**config.mk**
```make
export PLATFORM = sky130hd
export DESIGN_NAME = keyed_count_table
export DESIGN_NICKNAME = d
export VERILOG_FILES = /design/src/sv/kct_pkg.sv /design/src/sv/kct_datapath.sv /design/src/sv/kct_ctrl.sv /design/src/sv/keyed_count_table.sv
export VERILOG_INCLUDE_DIRS = /design/src /design/src/sv
export SDC_FILE = /design/constraint.sdc
export NUM_CORES = 1
export LEC_CHECK = 0
export ABC_AREA = 1
export BUFFER_PORTS_ARGS = -buffer_cell sky130_fd_sc_hd__buf_2
export CAP_MARGIN = 20
export CORE_MARGIN = 2
export CORE_UTILIZATION = 45
export DETAILED_ROUTE_END_ITERATION = 7
export PLACE_DENSITY = 0.6
export SLEW_MARGIN = 10
export SYNTH_ARGS = -nofsm -noshare
export SYNTH_HDL_FRONTEND = slang
export SYNTH_SLANG_ARGS = --single-unit
export TNS_END_PERCENT = 10
```
**constraint.sdc**
```tcl
create_clock -name clk -period 12.7 [get_ports clk]
set_clock_uncertainty 0.2 [all_clocks]
set_input_delay 2.54 -clock clk [delete_from_list [all_inputs] [get_ports clk]]
set_output_delay 2.54 -clock clk [all_outputs]
set_load 0.02 [all_outputs]
```
**src/sv/keyed_count_table_macros.svh**
```systemverilog
// Assertion macros shared by the keyed count table modules.
// Each macro expects clk and rst to be visible in the module that uses it.
`ifndef KEYED_COUNT_TABLE_MACROS_SVH
`define KEYED_COUNT_TABLE_MACROS_SVH

// Same-cycle implication, quiet during reset
`define KCT_ASSERT_IMPLY(label, ante, cons, msg) \
  label: assert property (@(posedge clk) disable iff (rst) (ante) |-> (cons)) \
    else $error(msg);

// Next-cycle implication, quiet during reset
`define KCT_ASSERT_NEXT(label, ante, cons, msg) \
  label: assert property (@(posedge clk) disable iff (rst) (ante) |=> (cons)) \
    else $error(msg);

`endif

```
**src/sv/kct_pkg.sv**
```systemverilog
// Shared types and codes for the keyed count table.
// No dependencies; used by the controller, the datapath and the top level.
`timescale 1ns / 1ps

package kct_pkg;

  localparam int ENTRIES_DEF = 16;

  // Command codes
  localparam logic [1:0] CMD_INSERT = 2'd0;
  localparam logic [1:0] CMD_SEARCH = 2'd1;
  localparam logic [1:0] CMD_UPDATE = 2'd2;
  localparam logic [1:0] CMD_LIST   = 2'd3;

  // Status codes
  localparam logic [2:0] ST_OK    = 3'd0;
  localparam logic [2:0] ST_DUP   = 3'd1;
  localparam logic [2:0] ST_MISS  = 3'd2;
  localparam logic [2:0] ST_FULL  = 3'd3;
  localparam logic [2:0] ST_EMPTY = 3'd4;

  typedef struct packed {
    logic [1:0]         command;
    logic signed [31:0] part_key;
    logic signed [31:0] amount;
  } cmd_item_t;

  typedef struct packed {
    logic [2:0]         status;
    logic signed [31:0] entry_key;
    logic signed [31:0] entry_quantity;
    logic               last;
  } res_item_t;

  // Which result the datapath forms when told to load the output register
  typedef enum logic [2:0] {
    RES_FOUND = 3'd0,
    RES_DUP   = 3'd1,
    RES_MISS  = 3'd2,
    RES_FULL  = 3'd3,
    RES_NEW   = 3'd4,
    RES_UPD   = 3'd5,
    RES_EMPTY = 3'd6,
    RES_LIST  = 3'd7
  } res_kind_t;

  // Controller to datapath
  typedef struct packed {
    logic      load_in;
    logic      scan_start;
    logic      write_new;
    logic      write_upd;
    logic      sel_advance;
    logic      out_load;
    res_kind_t kind;
  } ctrl_t;

  // Datapath to controller
  typedef struct packed {
    logic [1:0] command;
    logic       found;
    logic       full;
    logic       empty;
    logic       scan_done;
    logic       list_last;
    logic       out_free;
  } stat_t;

endpackage

```
**src/sv/kct_datapath.sv**
```systemverilog
// Datapath of the keyed count table: entry memories, scan engine, match and
// ordered-selection registers, and the output register. Uses kct_pkg.
`timescale 1ns / 1ps
`include "keyed_count_table_macros.svh"

module kct_datapath #(
  parameter int ENTRIES = kct_pkg::ENTRIES_DEF
) (
  input  logic               clk,
  input  logic               rst,
  input  kct_pkg::cmd_item_t cmd,
  input  kct_pkg::ctrl_t     ctrl,
  output kct_pkg::stat_t     stat,
  output logic               res_valid,
  input  logic               res_stall,
  output kct_pkg::res_item_t res
);
  import kct_pkg::*;

  localparam int IDX_W = (ENTRIES > 1) ? $clog2(ENTRIES) : 1;
  localparam int CNT_W = $clog2(ENTRIES + 1);
  localparam logic [CNT_W-1:0] CNT_MAX = CNT_W'(ENTRIES);

  cmd_item_t          cmd_reg;
  logic [CNT_W-1:0]   count;
  logic [CNT_W-1:0]   ptr;
  logic [CNT_W-1:0]   emitted;
  logic               scan_act;
  logic               pend;
  logic [IDX_W-1:0]   pend_idx;
  logic signed [31:0] rd_key;
  logic signed [31:0] rd_qty;
  logic               found;
  logic [IDX_W-1:0]   found_idx;
  logic signed [31:0] found_qty;
  logic               best_valid;
  logic signed [31:0] best_key;
  logic signed [31:0] best_qty;
  logic               have_prev;
  logic signed [31:0] prev_key;

  logic signed [31:0] mem_key [ENTRIES];
  logic signed [31:0] mem_qty [ENTRIES];

  logic               rd_en;
  logic               wr_en;
  logic [IDX_W-1:0]   wr_addr;
  logic signed [31:0] wr_qty;
  logic signed [31:0] upd_sum;
  logic               is_match;
  logic               is_cand;
  logic               is_better;
  res_item_t          res_next;

  assign rd_en     = scan_act && (ptr < count);
  assign wr_en     = ctrl.write_new || ctrl.write_upd;
  assign upd_sum   = found_qty + cmd_reg.amount;
  assign wr_addr   = ctrl.write_new ? count[IDX_W-1:0] : found_idx;
  assign wr_qty    = ctrl.write_new ? cmd_reg.amount : upd_sum;
  assign is_match  = (rd_key == cmd_reg.part_key);
  assign is_cand   = !have_prev || (rd_key > prev_key);
  assign is_better = !best_valid || (rd_key < best_key);

  // Entry memories: one write port, one registered read port
  always_ff @(posedge clk) begin
    if (wr_en) begin
      mem_key[wr_addr] <= cmd_reg.part_key;
      mem_qty[wr_addr] <= wr_qty;
    end
    if (rd_en) begin
      rd_key <= mem_key[ptr[IDX_W-1:0]];
      rd_qty <= mem_qty[ptr[IDX_W-1:0]];
    end
  end

  // Command capture
  always_ff @(posedge clk) begin
    if (ctrl.load_in) begin
      cmd_reg <= cmd;
    end
  end

  // Entry count
  always_ff @(posedge clk) begin
    if (rst) begin
      count <= '0;
    end else if (ctrl.write_new) begin
      count <= count + CNT_W'(1);
    end
  end

  // Scan engine: address pointer and registered read pipeline
  always_ff @(posedge clk) begin
    if (rst) begin
      scan_act <= 1'b0;
      ptr      <= '0;
      pend     <= 1'b0;
    end else if (ctrl.scan_start) begin
      scan_act <= 1'b1;
      ptr      <= '0;
      pend     <= 1'b0;
    end else begin
      pend <= rd_en;
      if (rd_en) begin
        ptr <= ptr + CNT_W'(1);
      end
      if (!rd_en && !pend) begin
        scan_act <= 1'b0;
      end
    end
  end

  always_ff @(posedge clk) begin
    if (rd_en) begin
      pend_idx <= ptr[IDX_W-1:0];
    end
  end

  // Key match and smallest-key-above-previous selection
  always_ff @(posedge clk) begin
    if (rst) begin
      found      <= 1'b0;
      best_valid <= 1'b0;
    end else if (ctrl.scan_start) begin
      found      <= 1'b0;
      best_valid <= 1'b0;
    end else if (pend) begin
      if (is_match) begin
        found <= 1'b1;
      end
      if (is_cand && is_better) begin
        best_valid <= 1'b1;
      end
    end
  end

  always_ff @(posedge clk) begin
    if (pend && is_match) begin
      found_idx <= pend_idx;
      found_qty <= rd_qty;
    end
    if (pend && is_cand && is_better) begin
      best_key <= rd_key;
      best_qty <= rd_qty;
    end
  end

  // Ordered listing progress
  always_ff @(posedge clk) begin
    if (rst) begin
      have_prev <= 1'b0;
      emitted   <= '0;
    end else if (ctrl.load_in) begin
      have_prev <= 1'b0;
      emitted   <= '0;
    end else if (ctrl.sel_advance) begin
      have_prev <= 1'b1;
      emitted   <= emitted + CNT_W'(1);
    end
  end

  always_ff @(posedge clk) begin
    if (ctrl.sel_advance) begin
      prev_key <= best_key;
    end
  end

  // Result formation
  always_comb begin
    res_next.status         = ST_OK;
    res_next.entry_key      = cmd_reg.part_key;
    res_next.entry_quantity = '0;
    res_next.last           = 1'b1;
    case (ctrl.kind)
      RES_FOUND: res_next.entry_quantity = found_qty;
      RES_DUP: begin
        res_next.status         = ST_DUP;
        res_next.entry_quantity = found_qty;
      end
      RES_MISS:  res_next.status = ST_MISS;
      RES_FULL:  res_next.status = ST_FULL;
      RES_NEW:   res_next.entry_quantity = cmd_reg.amount;
      RES_UPD:   res_next.entry_quantity = upd_sum;
      RES_EMPTY: begin
        res_next.status    = ST_EMPTY;
        res_next.entry_key = '0;
      end
      RES_LIST: begin
        res_next.entry_key      = best_key;
        res_next.entry_quantity = best_qty;
        res_next.last           = stat.list_last;
      end
      default: res_next.status = ST_OK;
    endcase
  end

  // Output register
  always_ff @(posedge clk) begin
    if (rst) begin
      res_valid <= 1'b0;
    end else if (ctrl.out_load) begin
      res_valid <= 1'b1;
    end else if (!res_stall) begin
      res_valid <= 1'b0;
    end
  end

  always_ff @(posedge clk) begin
    if (ctrl.out_load) begin
      res <= res_next;
    end
  end

  // Status to the controller
  always_comb begin
    stat.command   = cmd_reg.command;
    stat.found     = found;
    stat.full      = (count == CNT_MAX);
    stat.empty     = (count == '0);
    stat.scan_done = !scan_act;
    stat.list_last = ((emitted + CNT_W'(1)) == count);
    stat.out_free  = !res_valid || !res_stall;
  end

  `KCT_ASSERT_IMPLY(a_count_bound, 1'b1, count <= CNT_MAX, "entry count above table size")
  `KCT_ASSERT_NEXT(a_count_step, ctrl.write_new, count == $past(count) + CNT_W'(1), "insert did not grow count")
  `KCT_ASSERT_IMPLY(a_found_valid, found, CNT_W'(found_idx) < count, "match index outside filled entries")

endmodule

```
**src/sv/kct_ctrl.sv**
```systemverilog
// Controller of the keyed count table: accepts a command, runs scans and
// decides writes and results. Uses kct_pkg and the assertion macro header.
`timescale 1ns / 1ps
`include "keyed_count_table_macros.svh"

module kct_ctrl (
  input  logic           clk,
  input  logic           rst,
  input  logic           cmd_valid,
  output logic           cmd_stall,
  input  kct_pkg::stat_t stat,
  output kct_pkg::ctrl_t ctrl
);
  import kct_pkg::*;

  typedef enum logic [2:0] {
    S_IDLE   = 3'b001,
    S_SCAN   = 3'b010,
    S_FINISH = 3'b100
  } state_t;

  state_t state;
  state_t state_next;

  assign cmd_stall = (state != S_IDLE);

  // Next state and commands
  always_comb begin
    state_next       = state;
    ctrl.load_in     = 1'b0;
    ctrl.scan_start  = 1'b0;
    ctrl.write_new   = 1'b0;
    ctrl.write_upd   = 1'b0;
    ctrl.sel_advance = 1'b0;
    ctrl.out_load    = 1'b0;
    ctrl.kind        = RES_FOUND;
    unique case (state)
      S_IDLE: begin
        if (cmd_valid) begin
          ctrl.load_in    = 1'b1;
          ctrl.scan_start = 1'b1;
          state_next      = S_SCAN;
        end
      end
      S_SCAN: begin
        if (stat.scan_done) begin
          state_next = S_FINISH;
        end
      end
      S_FINISH: begin
        if (stat.out_free) begin
          ctrl.out_load = 1'b1;
          state_next    = S_IDLE;
          unique case (stat.command)
            CMD_INSERT: begin
              if (stat.found) begin
                ctrl.kind = RES_DUP;
              end else if (stat.full) begin
                ctrl.kind = RES_FULL;
              end else begin
                ctrl.kind      = RES_NEW;
                ctrl.write_new = 1'b1;
              end
            end
            CMD_SEARCH: ctrl.kind = stat.found ? RES_FOUND : RES_MISS;
            CMD_UPDATE: begin
              if (stat.found) begin
                ctrl.kind      = RES_UPD;
                ctrl.write_upd = 1'b1;
              end else begin
                ctrl.kind = RES_MISS;
              end
            end
            CMD_LIST: begin
              if (stat.empty) begin
                ctrl.kind = RES_EMPTY;
              end else begin
                ctrl.kind        = RES_LIST;
                ctrl.sel_advance = 1'b1;
                // more entries remain: pick the next larger key
                if (!stat.list_last) begin
                  ctrl.scan_start = 1'b1;
                  state_next      = S_SCAN;
                end
              end
            end
            default: ctrl.kind = RES_MISS;
          endcase
        end
      end
      default: state_next = S_IDLE;
    endcase
  end

  always_ff @(posedge clk) begin
    if (rst) begin
      state <= S_IDLE;
    end else begin
      state <= state_next;
    end
  end

  `KCT_ASSERT_IMPLY(a_load_free, ctrl.out_load, stat.out_free, "result loaded over an untaken item")
  `KCT_ASSERT_IMPLY(a_insert_fresh, ctrl.write_new, !stat.found && !stat.full, "insert of present key or into full table")
  `KCT_ASSERT_IMPLY(a_write_after_scan, ctrl.write_new || ctrl.write_upd, stat.scan_done, "table written during a scan")

endmodule

```
**src/sv/keyed_count_table.sv**
```systemverilog
// Keyed count table: insert, search, update and ordered list over ENTRIES keys.
// Insert, search and update scan the table, then load their result: one memory read per
// stored entry, read pipeline, scan end and decision.
// List of n entries loads its n items in ascending key order, one full scan per item.
// One command at a time: the next is accepted in the cycle after the last result is loaded,
// later while a held result blocks the output register. Reset (rst) empties the table.
`timescale 1ns / 1ps

module keyed_count_table #(
  parameter int ENTRIES = kct_pkg::ENTRIES_DEF
) (
  input  logic               clk,
  input  logic               rst,
  input  logic               cmd_valid,
  output logic               cmd_stall,
  input  kct_pkg::cmd_item_t cmd,
  output logic               res_valid,
  input  logic               res_stall,
  output kct_pkg::res_item_t res
);
  import kct_pkg::*;

  ctrl_t ctrl;
  stat_t stat;

  kct_ctrl u_ctrl (
    .clk       (clk),
    .rst       (rst),
    .cmd_valid (cmd_valid),
    .cmd_stall (cmd_stall),
    .stat      (stat),
    .ctrl      (ctrl)
  );

  kct_datapath #(
    .ENTRIES (ENTRIES)
  ) u_datapath (
    .clk       (clk),
    .rst       (rst),
    .cmd       (cmd),
    .ctrl      (ctrl),
    .stat      (stat),
    .res_valid (res_valid),
    .res_stall (res_stall),
    .res       (res)
  );

endmodule

```
# [Word-level counts from Yosys, hierarchy flattened]
# Memories as Yosys holds them, arrays and structs flattened. A register that Yosys moved wholly into a read port is not among the register bits.
# Cells that the tools add are included.
[op_classes] addsub=4 order_cmp=3 eq_ne=21 mux=39 n_reduce_logical=26
[ops] op="$pmux W32 S4" n=1
[ops] op="$pmux W32 S2" n=1
[ops] op="$add A32 B32 Y32" n=1
[ops] op="$eq A32 B32 Y1" n=1
[ops] op="$gt A32 B32 Y1" n=1
[ops] op="$lt A32 B32 Y1" n=1
[ops] op="$mux W32" n=1
[ops] op="$pmux W3 S4" n=2
[ops] op="$mux W3" n=7
[ops] op="$mux W1" n=18
[ops] op="$add A5 B1 Y5 const B" n=3
[ops] op="$eq A3 B3 Y1 const B" n=5
[ops] op="$eq A3 B2 Y1 const B" n=3
[ops] op="$pmux W3 S3" n=1
[ops] op="$mux W2" n=4
[ops] op="$mux W8" n=1
[ops] op="$mux W7" n=1
[ops] op="$eq A3 B1 Y1 const B" n=2
[ops] op="$logic_and A1 B1 Y1" n=6
[ops] op="$logic_not A1 Y1" n=6
[ops] op="$ne A2 B2 Y1 const B" n=3
[ops] op="$reduce_or A2 Y1" n=3
[ops] op="$eq A5 B5 Y1" n=1
[ops] op="$eq A5 B5 Y1 const B" n=1
[ops] op="14 further kinds" n=19
[word_totals] reg_bits=294 mem_bits_rw=1024 out_inout_bits=70 word_cells=118 mem_count=2
[mem_list] memory="u_datapath.mem_key" depth=16 word_bits=32 rd=1 rd_ports_with_merged_regs=1 wr=1 line_no="kct_datapath.sv:42" source="logic signed [31:0] mem_key [ENTRIES];"
[mem_list] memory="u_datapath.mem_qty" depth=16 word_bits=32 rd=1 rd_ports_with_merged_regs=1 wr=1 line_no="kct_datapath.sv:43" source="logic signed [31:0] mem_qty [ENTRIES];"

# [Logic depth before layout (Yosys ltp)]
# Gate-level depths: netlist (run 1).
[logic_depth] word_depth=10 mapped_depth=19 ltp_nobuf=19

# [Hierarchy]
# From an unflattened synthesis (run 1), not the netlist that was laid out.
[hier_totals] cells_unflattened=4267 area_unflattened_um2=56753.2
[modules_own_cells] mod="kct_datapath" n_inst=1 cells_per_inst=4212 area_each_um2=56441.6 seq_area_each_um2=41199.5
[modules_own_cells] mod="kct_ctrl" n_inst=1 cells_per_inst=55 area_each_um2=311.5 seq_area_each_um2=60.1

# [Worst setup path after synthesis (run 1)]
# OpenSTA, ideal clock, no wires.
[synth_timing] path_kind="input-to-reg" start="input port res_stall" end="memory u_datapath.mem_key[12][0] (enable)" arrival_time_ps=7513 path_slack_ps=4501 cell_stages=12 path_buffers=0 path_cell_list="nand2_1 inv_1 nor2_4 nand3_4 nor2_8 nand2_4 inv_4 or2_1 o21ai_2 inv_2 nand2_2 nor2_1"
[synth_between] elab_chain_cells=7 word_cells_on_any_way=8
[synth_rtl] item="start: declaration" line_no="keyed_count_table.sv:18" source="input logic res_stall,"
[synth_rtl] item="$logic_not A1 Y1 (*)"
[synth_rtl] item="$logic_or A1 B1 Y1 (*)" line_no="kct_datapath.sv:222" source="stat.out_free = !res_valid || !res_stall;"
[synth_rtl] item="$mux W8 (*)" line_no="kct_ctrl.sv:51" source="if (stat.out_free) begin"
[synth_rtl] item="$mux W7 (*)" line_no="kct_ctrl.sv:37" source="unique case (state)"
[synth_rtl] item="$logic_or A1 B1 Y1" line_no="kct_datapath.sv:56" source="assign wr_en = ctrl.write_new || ctrl.write_upd;"
[synth_rtl] item="$mux W1" line_no="kct_datapath.sv:66" source="if (wr_en) begin"
[synth_rtl] item="$mux W1 (not written as such)" line_no="kct_datapath.sv:67" source="mem_key[wr_addr] <= cmd_reg.part_key;"
[synth_rtl] item="end: declaration" line_no="kct_datapath.sv:42"
# Every way passes the cells marked *; elsewhere a longest branch is shown, timed or not.

# [Final worst setup path (run 1)]
[layout_timing] start="input port res_stall" end="memory u_datapath.mem_qty[6][7] (enable)"
[layout_between] elab_chain_cells=7 word_cells_on_any_way=8
[layout_rtl] item="$logic_not A1 Y1 (*)"
[layout_rtl] item="$logic_or A1 B1 Y1 (*)" line_no="kct_datapath.sv:222"
[layout_rtl] item="$mux W8 (*)" line_no="kct_ctrl.sv:51"
[layout_rtl] item="$mux W7 (*)" line_no="kct_ctrl.sv:37"
[layout_rtl] item="$logic_or A1 B1 Y1" line_no="kct_datapath.sv:56"
[layout_rtl] item="$mux W1" line_no="kct_datapath.sv:66"
[layout_rtl] item="$mux W1 (not written as such)" line_no="kct_datapath.sv:68" source="mem_qty[wr_addr] <= wr_qty;"
[layout_rtl] item="end: declaration" line_no="kct_datapath.sv:43"
# Marked as above.

==> summary.md, run 1 <==
| Metric | Value |
|---|---|
| Reg area | a little over 40000 um^2 |
| Post_cts resized | 0 |
| Achievable Freq | roughly 140 MHz |
| Async SR Flop Fraction | 0 |
| Final setup violation count | 0 |
| Cell Pwr Density | approximately 150 nW/um^2 |
| Slowest stage delay, CP | approximately 0.83 ns |
| Slew Limit Fails | 0 |
| Tot Pwr | roughly 9.6 mW |
| DP HPWL | 90800 um |
| Clock transition at path regs | around 0.05 ns |
| WL final | roughly 150000 um |
| CP Cell Sequence | buf_2, nand2_1, inv_1, nor2_4, buf_4, nand3_4, nor2_8, nand2_4, inv_4, nand2_1, o21ai_2, nand3_2, nor2_4, buf_4 |
| Share of layout cells above drive strength 1 | 0.111 |
| Drt drc | 0 |
| Stages on worst setup path | 14 |
| Hold Crit Depth | 0 |
| Worst slew margin | 0.259 |
| Fill count | slightly above 10000 |
| Tcrit/Tclk final | 0.551 |
| First-pass GRT wire length | 223000 um |
| Final instance count without filler cells | approximately 6100 |
| CP Max Fanout | 55 |
| XOR/XNOR Fraction of Synth Area | 0.00483 |
| Setup TNS | 0 ns |
| Synth top area cells | edfxtp_1, nor2_1, nand2_1, o21ai_0, o32ai_1 |
| Library cells used by synthesis | between 50 and 60 |
| Worst reg-to-reg path cell count | 13 |
| Mapped Area | approximately 56000 um^2 |
| CTS buffer count | between 100 and 150 |
| Status | completed |
| Row count | between 100 and 150 |
| Compound-Gate Fraction of Synth Area | 0.0914 |
| Number of global-route vias before repair | roughly 34000 |
| P_leak | ~21 nW |
| Hold Buf Count CTS | 0 |
| ANT cells | 0 |
| Setup CP Type | in -> reg |
| Tot GR Track Use | 0.237 |
| Syn_area_per_cell | roughly 13 um^2 |
| Ys Warns | 0 |
| Final worst setup slack | 5.71 ns |
| Final Hold Fails | 0 |
| Most common cell in the netlist | edfxtp_1 |
| Setup repair after global routing missed its margin | false |
| DP Area | just under 60000 um^2 |
| Total die area | approximately 130000 um^2 |
| Number of vias per cell | a little under 6 |
| Total vias in the final route | ~35000 |
| Clk_lat worst skew | about 0.77 ns |
| Simple-gate area share of the yosys netlist | 0.0993 |
| Slowest cell on crit path | nor2_4 |
| Root buf cell | clkbuf_16 |
| Largest registers | u_datapath.mem_key x512, u_datapath.mem_qty x512, u_datapath.res x68 |
| Mux contribution to synthesized area | 0.0191 |
| Port Buffer Count | approximately 140 |
| Post-Synth Adder-Cell Area | 0.0231 |
| Synth Instances | about 4200 |
| Largest net degree at the start of global routing | 198 |
| Total gr overflow | 0 |
| Largest family of logic cells by synthesized area | simple AND/OR/NAND/NOR gates |
| Final min period | 6.99 ns |
| Least-Margin Pin Slew | ~1.1 ns |
| Chip height | 357 um |
| Post-layout net count | 4520 |
| Drt wl/cell | between 20 and 25 um |
| HP Class | reg -> reg |
| Startpoint Class | primary input |
| Placed Cells | between 5000 and 6000 |
| Worst slack, placed | roughly 4.9 ns |
| TritonRoute pass-1 iters | 6 |
| Multi-input gate area | approximately 14000 um^2 |
| Top Ports | 140 |
| Clock buffer depth | 3 |
| Top post-synthesis cells by count | edfxtp_1, nor2_1, nand2_1 |
| Htree depth | 4 |
| Synth Register Bits | 1382 |
| R2R Setup Slk | 7.22 ns |
| Area growth, synth to finish | 13.3% |
| Top cell type's share of synthesized area | 0.726 |
| Maxcap violations | 0 |
| Arr. time, crit path | approximately 7 ns |
| TritonCTS clock tree | built |
| Number of DRC markers in iteration 0 | ~3800 |
| GPL Wtd Cong | slightly below 0.9 |
| Primary FF master, synth | edfxtp_1 |
| Critical path buffers and inverters | 5 |
| Sequential share of the synthesized area | 0.734 |
| Crit-path leading delay family | simple AND/OR/NAND/NOR gates |
| Clock Sinks | between 1000 and 1500 |
| Initial antenna violation count | 9 |
| Crit. End Element | register |
| Number of synthesized flops with an enable pin | roughly 1400 |
| Max VDD drop | 0.133 mV |
| Starting Density | 0.454 |
| Die W | 357 um |
| Area leader, netlist | edfxtp_1 |
| Syn Nets | 4355 |
| WP data required | 12.90 ns |
| Core area | 124000 um^2 |
| # Post-CTS Setup Buffers | 0 |
| Design area | between 60000 and 70000 um^2 |
| Post-DRT Antenna Nets | 0 |
==> path summary, 6_finish.rpt <==
path | end | startpoint
max | u_datapath.mem_qty[6][7] | res_stall
min | u_datapath.found_idx[2] | u_datapath.pend_idx[2]
max reg2reg | u_datapath.mem_qty[6][7] | u_ctrl.state[0]
min reg2reg | u_datapath.found_idx[2] | u_datapath.pend_idx[2]
==> metal layers <==
layer / global-route usage / routed length, um / vias up
met5: 0 / 37 / -
met2: 0.365 / 69600 / 1453
met4: 0.0672 / 3420 / 6
met1: 0.348 / 67000 / 17600
met3: 0.0423 / 11800 / 205
li1: - / - / 15900
==> layout by cell type, fill, tap and decap left out, drive strengths merged, types with 19 or more instances in the layout <==
master	count
mux2i	107
a21oi	87
dfxtp	24
o32ai	149
clkinv	57
nand2	459
nand4	20
o21ai	349
nand3	178
buf	228
xor2	22
clkbuf	184
ha	102
o221ai	108
o211ai	23
edfxtp	1358
nor3	19
o22ai	24
inv	206
nor2	666
==> final cells by class <==
cell class / instances / share of cell area
Clock buffer: 184 / 0.0606
Clock inverter: 80 / 0.0119
Inverter: 195 / 0.0117
Multi-Input combinational cell: 2391 / 0.212
Sequential cell: 1382 / 0.648
Tap cell: 1637 / 0.0322
Timing Repair Buffer: 228 / 0.0230
==> stage by stage <==
step                       util  hold slack (ns)
after detailed placement  0.476            0.205
after floorplan               -            0.200
after global routing      0.514            0.223
after global placement    0.476            0.203
final                     0.514            0.216
after CTS                 0.513            0.217
==> power breakdown <==
group / switching (mW) / internal [mW]
registers: 0.0288 / 5.08
logic: 0.219 / 0.0664
clock network: 1.80 / 2.36
==> cells by family after synthesis <==
group,count (synthesis)
xor+xnor,31
compound gates,785
buf+inv,409
fa+ha+maj,103
simple gates,1365
mux,107
flops,1382
==> worst reg2reg max path: stages, from the launching register on <==
cell and delay [ns]:
dfxtp_1 0.32, nor3_2 0.19, inv_2 0.08, nor2_4 0.07
buf_4 0.48, nand3_4 0.43, nor2_8 0.30, nand2_4 0.26
inv_4 0.54, nand2_1 0.18, o21ai_2 0.15, nand3_2 0.26
nor2_4 0.83, buf_4 0.76
(Power assumes the default switching activity.)
==> run 2: changes to the inputs <==
Settings changed: PLACE_DENSITY 0.6 to 0.62.
Clock period 12.7 ns to 5.9 ns, I/O delays scaled along.
==> run 2 against run 1 <==
Effect of this change:
- sequential share of layout area up 0.088 points
- via count shrank 1.6%
- sequential power grew 120%
- clock power grew 110%
- clock-buffer cell count is 10 higher
- first-iteration DRC count increased by 3.2%
- core utilization fell by 0.070 points
- worst hold slack got worse by 0.0038 ns
- total power rose by 110%
- non-clock buffer count shrank 2
==> summary.md, run 2 (synthesis gave the netlist of run 1 again) <==
| Metric | Value |
|---|---|
| Status | completed |
| Starting Density | 0.454 (unchanged) |
| Commonest non-fill, non-tap cell in the layout | edfxtp_1 |
| Port Buffer Count | 139 (unchanged) |
| Crit. End Element | register |
| ANT cells | 0 (unchanged) |
| Commonest non-fill, non-tap cells in the layout | edfxtp_1, nor2_1, nand2_1, o21ai_0, inv_1 |
| Number of vias per cell | 5.68 (-1.4%) |
| Clock share of power | 0.426 (-0.009) |
| Final min period | just over 4 ns |
| Core area | 124000 um^2 (unchanged) |
| Worst slack, placed | 1.02 ns (-3.86 ns) |
| Drt drc | 0 (unchanged) |
| Final Hold Fails | 0 (unchanged) |
| Worst setup path start | res_stall |
| Least-Margin Pin Slew | 1.43 ns (+0.322 ns) |
| # Post-CTS Setup Buffers | 0 (unchanged) |
| Post-DRT Antenna Nets | 0 (unchanged) |
| Total gr overflow | 0 (unchanged) |
| Achievable Freq | ~240 MHz |
| Initial antenna violation count | 2 (-7) |
| Total die area | 128000 um^2 (unchanged) |
| Number of DRC markers in iteration 0 | 3928 (+3.2%) |
| Final worst setup slack | 1.81 ns (-3.90 ns) |
| HP Class | reg -> reg |
| Tcrit/Tclk final | 0.694 |
| DP HPWL | 82600 um (-9.0%) |
| Post-layout net count | 4513 (-0.15%) |
| Total vias in the final route | 34600 (-1.6%) |
| WP data required | 6.10 ns (-6.80 ns) |
| Cell Pwr Density | 317 nW/um^2 (+110%) |
| Fill count | 10300 (-0.95%) |
| GPL Wtd Cong | 0.917 (+5.6%) |
| Largest net degree at the start of global routing | 257 (+30%) |
| Worst slew margin | 0.0450 (-0.214) |
| Tot GR Track Use | 0.219 (-0.0182) |
| P_leak | 21.2 nW (-0.44%) |
| Setup CP Type | in -> reg |
| Reg2reg start | u_datapath.count[0] |
| Area growth, synth to finish | 13.1% |
| Root buf cell | clkbuf_16 |
| Htree depth | 4 (unchanged) |
| Clk_lat worst skew | 0.76 ns (about the same) |
| Worst hold start | u_datapath.pend_idx[3] |
| Multi-input gate area | 13500 um^2 (unchanged) |
| Row count | 129 (unchanged) |
| Arr. time, crit path | 4.29 ns (-2.90 ns) |
| Clock Sinks | 1382 (unchanged) |
| First-pass GRT wire length | 209000 um (-6.4%) |
| Post_cts resized | 0 (unchanged) |
| NetSw | 4.14 mW (+100%) |
| Maxcap violations | 0 (unchanged) |
| Reg area | 41300 um^2 (unchanged) |
| Startpoint Class | primary input |
| Setup repair after global routing missed its margin | false |
| CP Max Fanout | 50 (-9.1%) |
| Largest registers | u_datapath.mem_key x512, u_datapath.mem_qty x512, u_datapath.res x68 |
| Share of layout cells above drive strength 1 | 0.107 (-0.00477) |
| Sequential power share | 0.548 (+0.013) |
| Clock buffer depth | 3 (unchanged) |
| Top Ports | 140 (unchanged) |
| CTS buffer count | 144 (-3.4%) |
| R2R Setup Slk | 1.81 ns (-5.41 ns) |
| Hold Buf Count CTS | 0 (unchanged) |
| Die W | 357 um (unchanged) |
| Max VDD drop | 0.333 mV (+150%) |
| Clock transition at path regs | 0.06 ns (about the same) |
| TritonCTS clock tree | built |
| Pint | 16.0 mW (+110%) |
| Slew Limit Fails | 0 (unchanged) |
| Drt wl/cell | 23.2 um (-6.9%) |
| WL final | 141000 um (-7.0%) |
| Chip height | 357 um (unchanged) |
| Comb power frac | 0.026 (-0.004) |
| Sw frac | 0.205 (-0.00905) |
| Final hold slack | 0.212 ns (-0.00378 ns) |
| TritonRoute pass-1 iters | 6 (unchanged) |
| Final setup violation count | 0 (unchanged) |
| Number of global-route vias before repair | 33200 (-0.86%) |
## run 2: metal layers
layer	GRT usage	wire length (um)	up-vias
met5	0	0	-
met3	0.0360	9830	197
li1	-	-	15900
met1	0.314	62000	17300
met2	0.345	66000	1192
met4	0.0666	3460	0
## run 2: final cells by class
cell class / count / share of cell area
Inverter: 195 / 0.0117
Sequential cell: 1382 / 0.649
Clock buffer: 194 / 0.0620
Tap cell: 1637 / 0.0322
Timing Repair Buffer: 226 / 0.0251
Clock inverter: 65 / 0.00736
Multi-Input combinational cell: 2391 / 0.213
## run 2: final timing paths
check	end	cells after the start
max	u_datapath.mem_qty[6][6]	13
min	u_datapath.found_idx[3]	0
max reg2reg	u_datapath.mem_qty[6][6]	14
min reg2reg	u_datapath.found_idx[3]	0
## run 2: metrics by stage
step                total power [mW]  setup TNS, ns  utilization  area, um^2  instances
floorplan                       11.5        -894.87            -       56200       4182
global placement                11.8              0        0.478       59100       5830
detailed placement              11.8              0        0.478       59100       5830
CTS                             20.3              0        0.513       63600       6089
global route                    20.7              0        0.514       63600       6090
finish                          20.1              0        0.514       63600       6090
## run 2: power groups by stage
| stage | registers, mW | logic, mW | clock network, mW |
|---|---|---|---|
| after floorplan | 11.2 | 0.271 | 0 |
| after global placement | 11.2 | 0.522 | 0 |
| after detailed placement | 11.2 | 0.528 | 0 |
| after CTS | 11.0 | 0.530 | 8.73 |
| after global routing | 11.0 | 0.580 | 9.11 |
| final | 11.0 | 0.529 | 8.58 |
## run 2: worst max-delay path: stages
cell and delay, ns:
buf_2 0.10, nand2_1 0.10, inv_1 0.08, nor2_4 0.15, buf_4 0.48, nand2_1 0.23, nand2_4 0.36, inv_4 0.07
or2_1 0.23, o21ai_2 0.11, nand2_2 0.20, nor2_4 0.48, buf_12 0.42
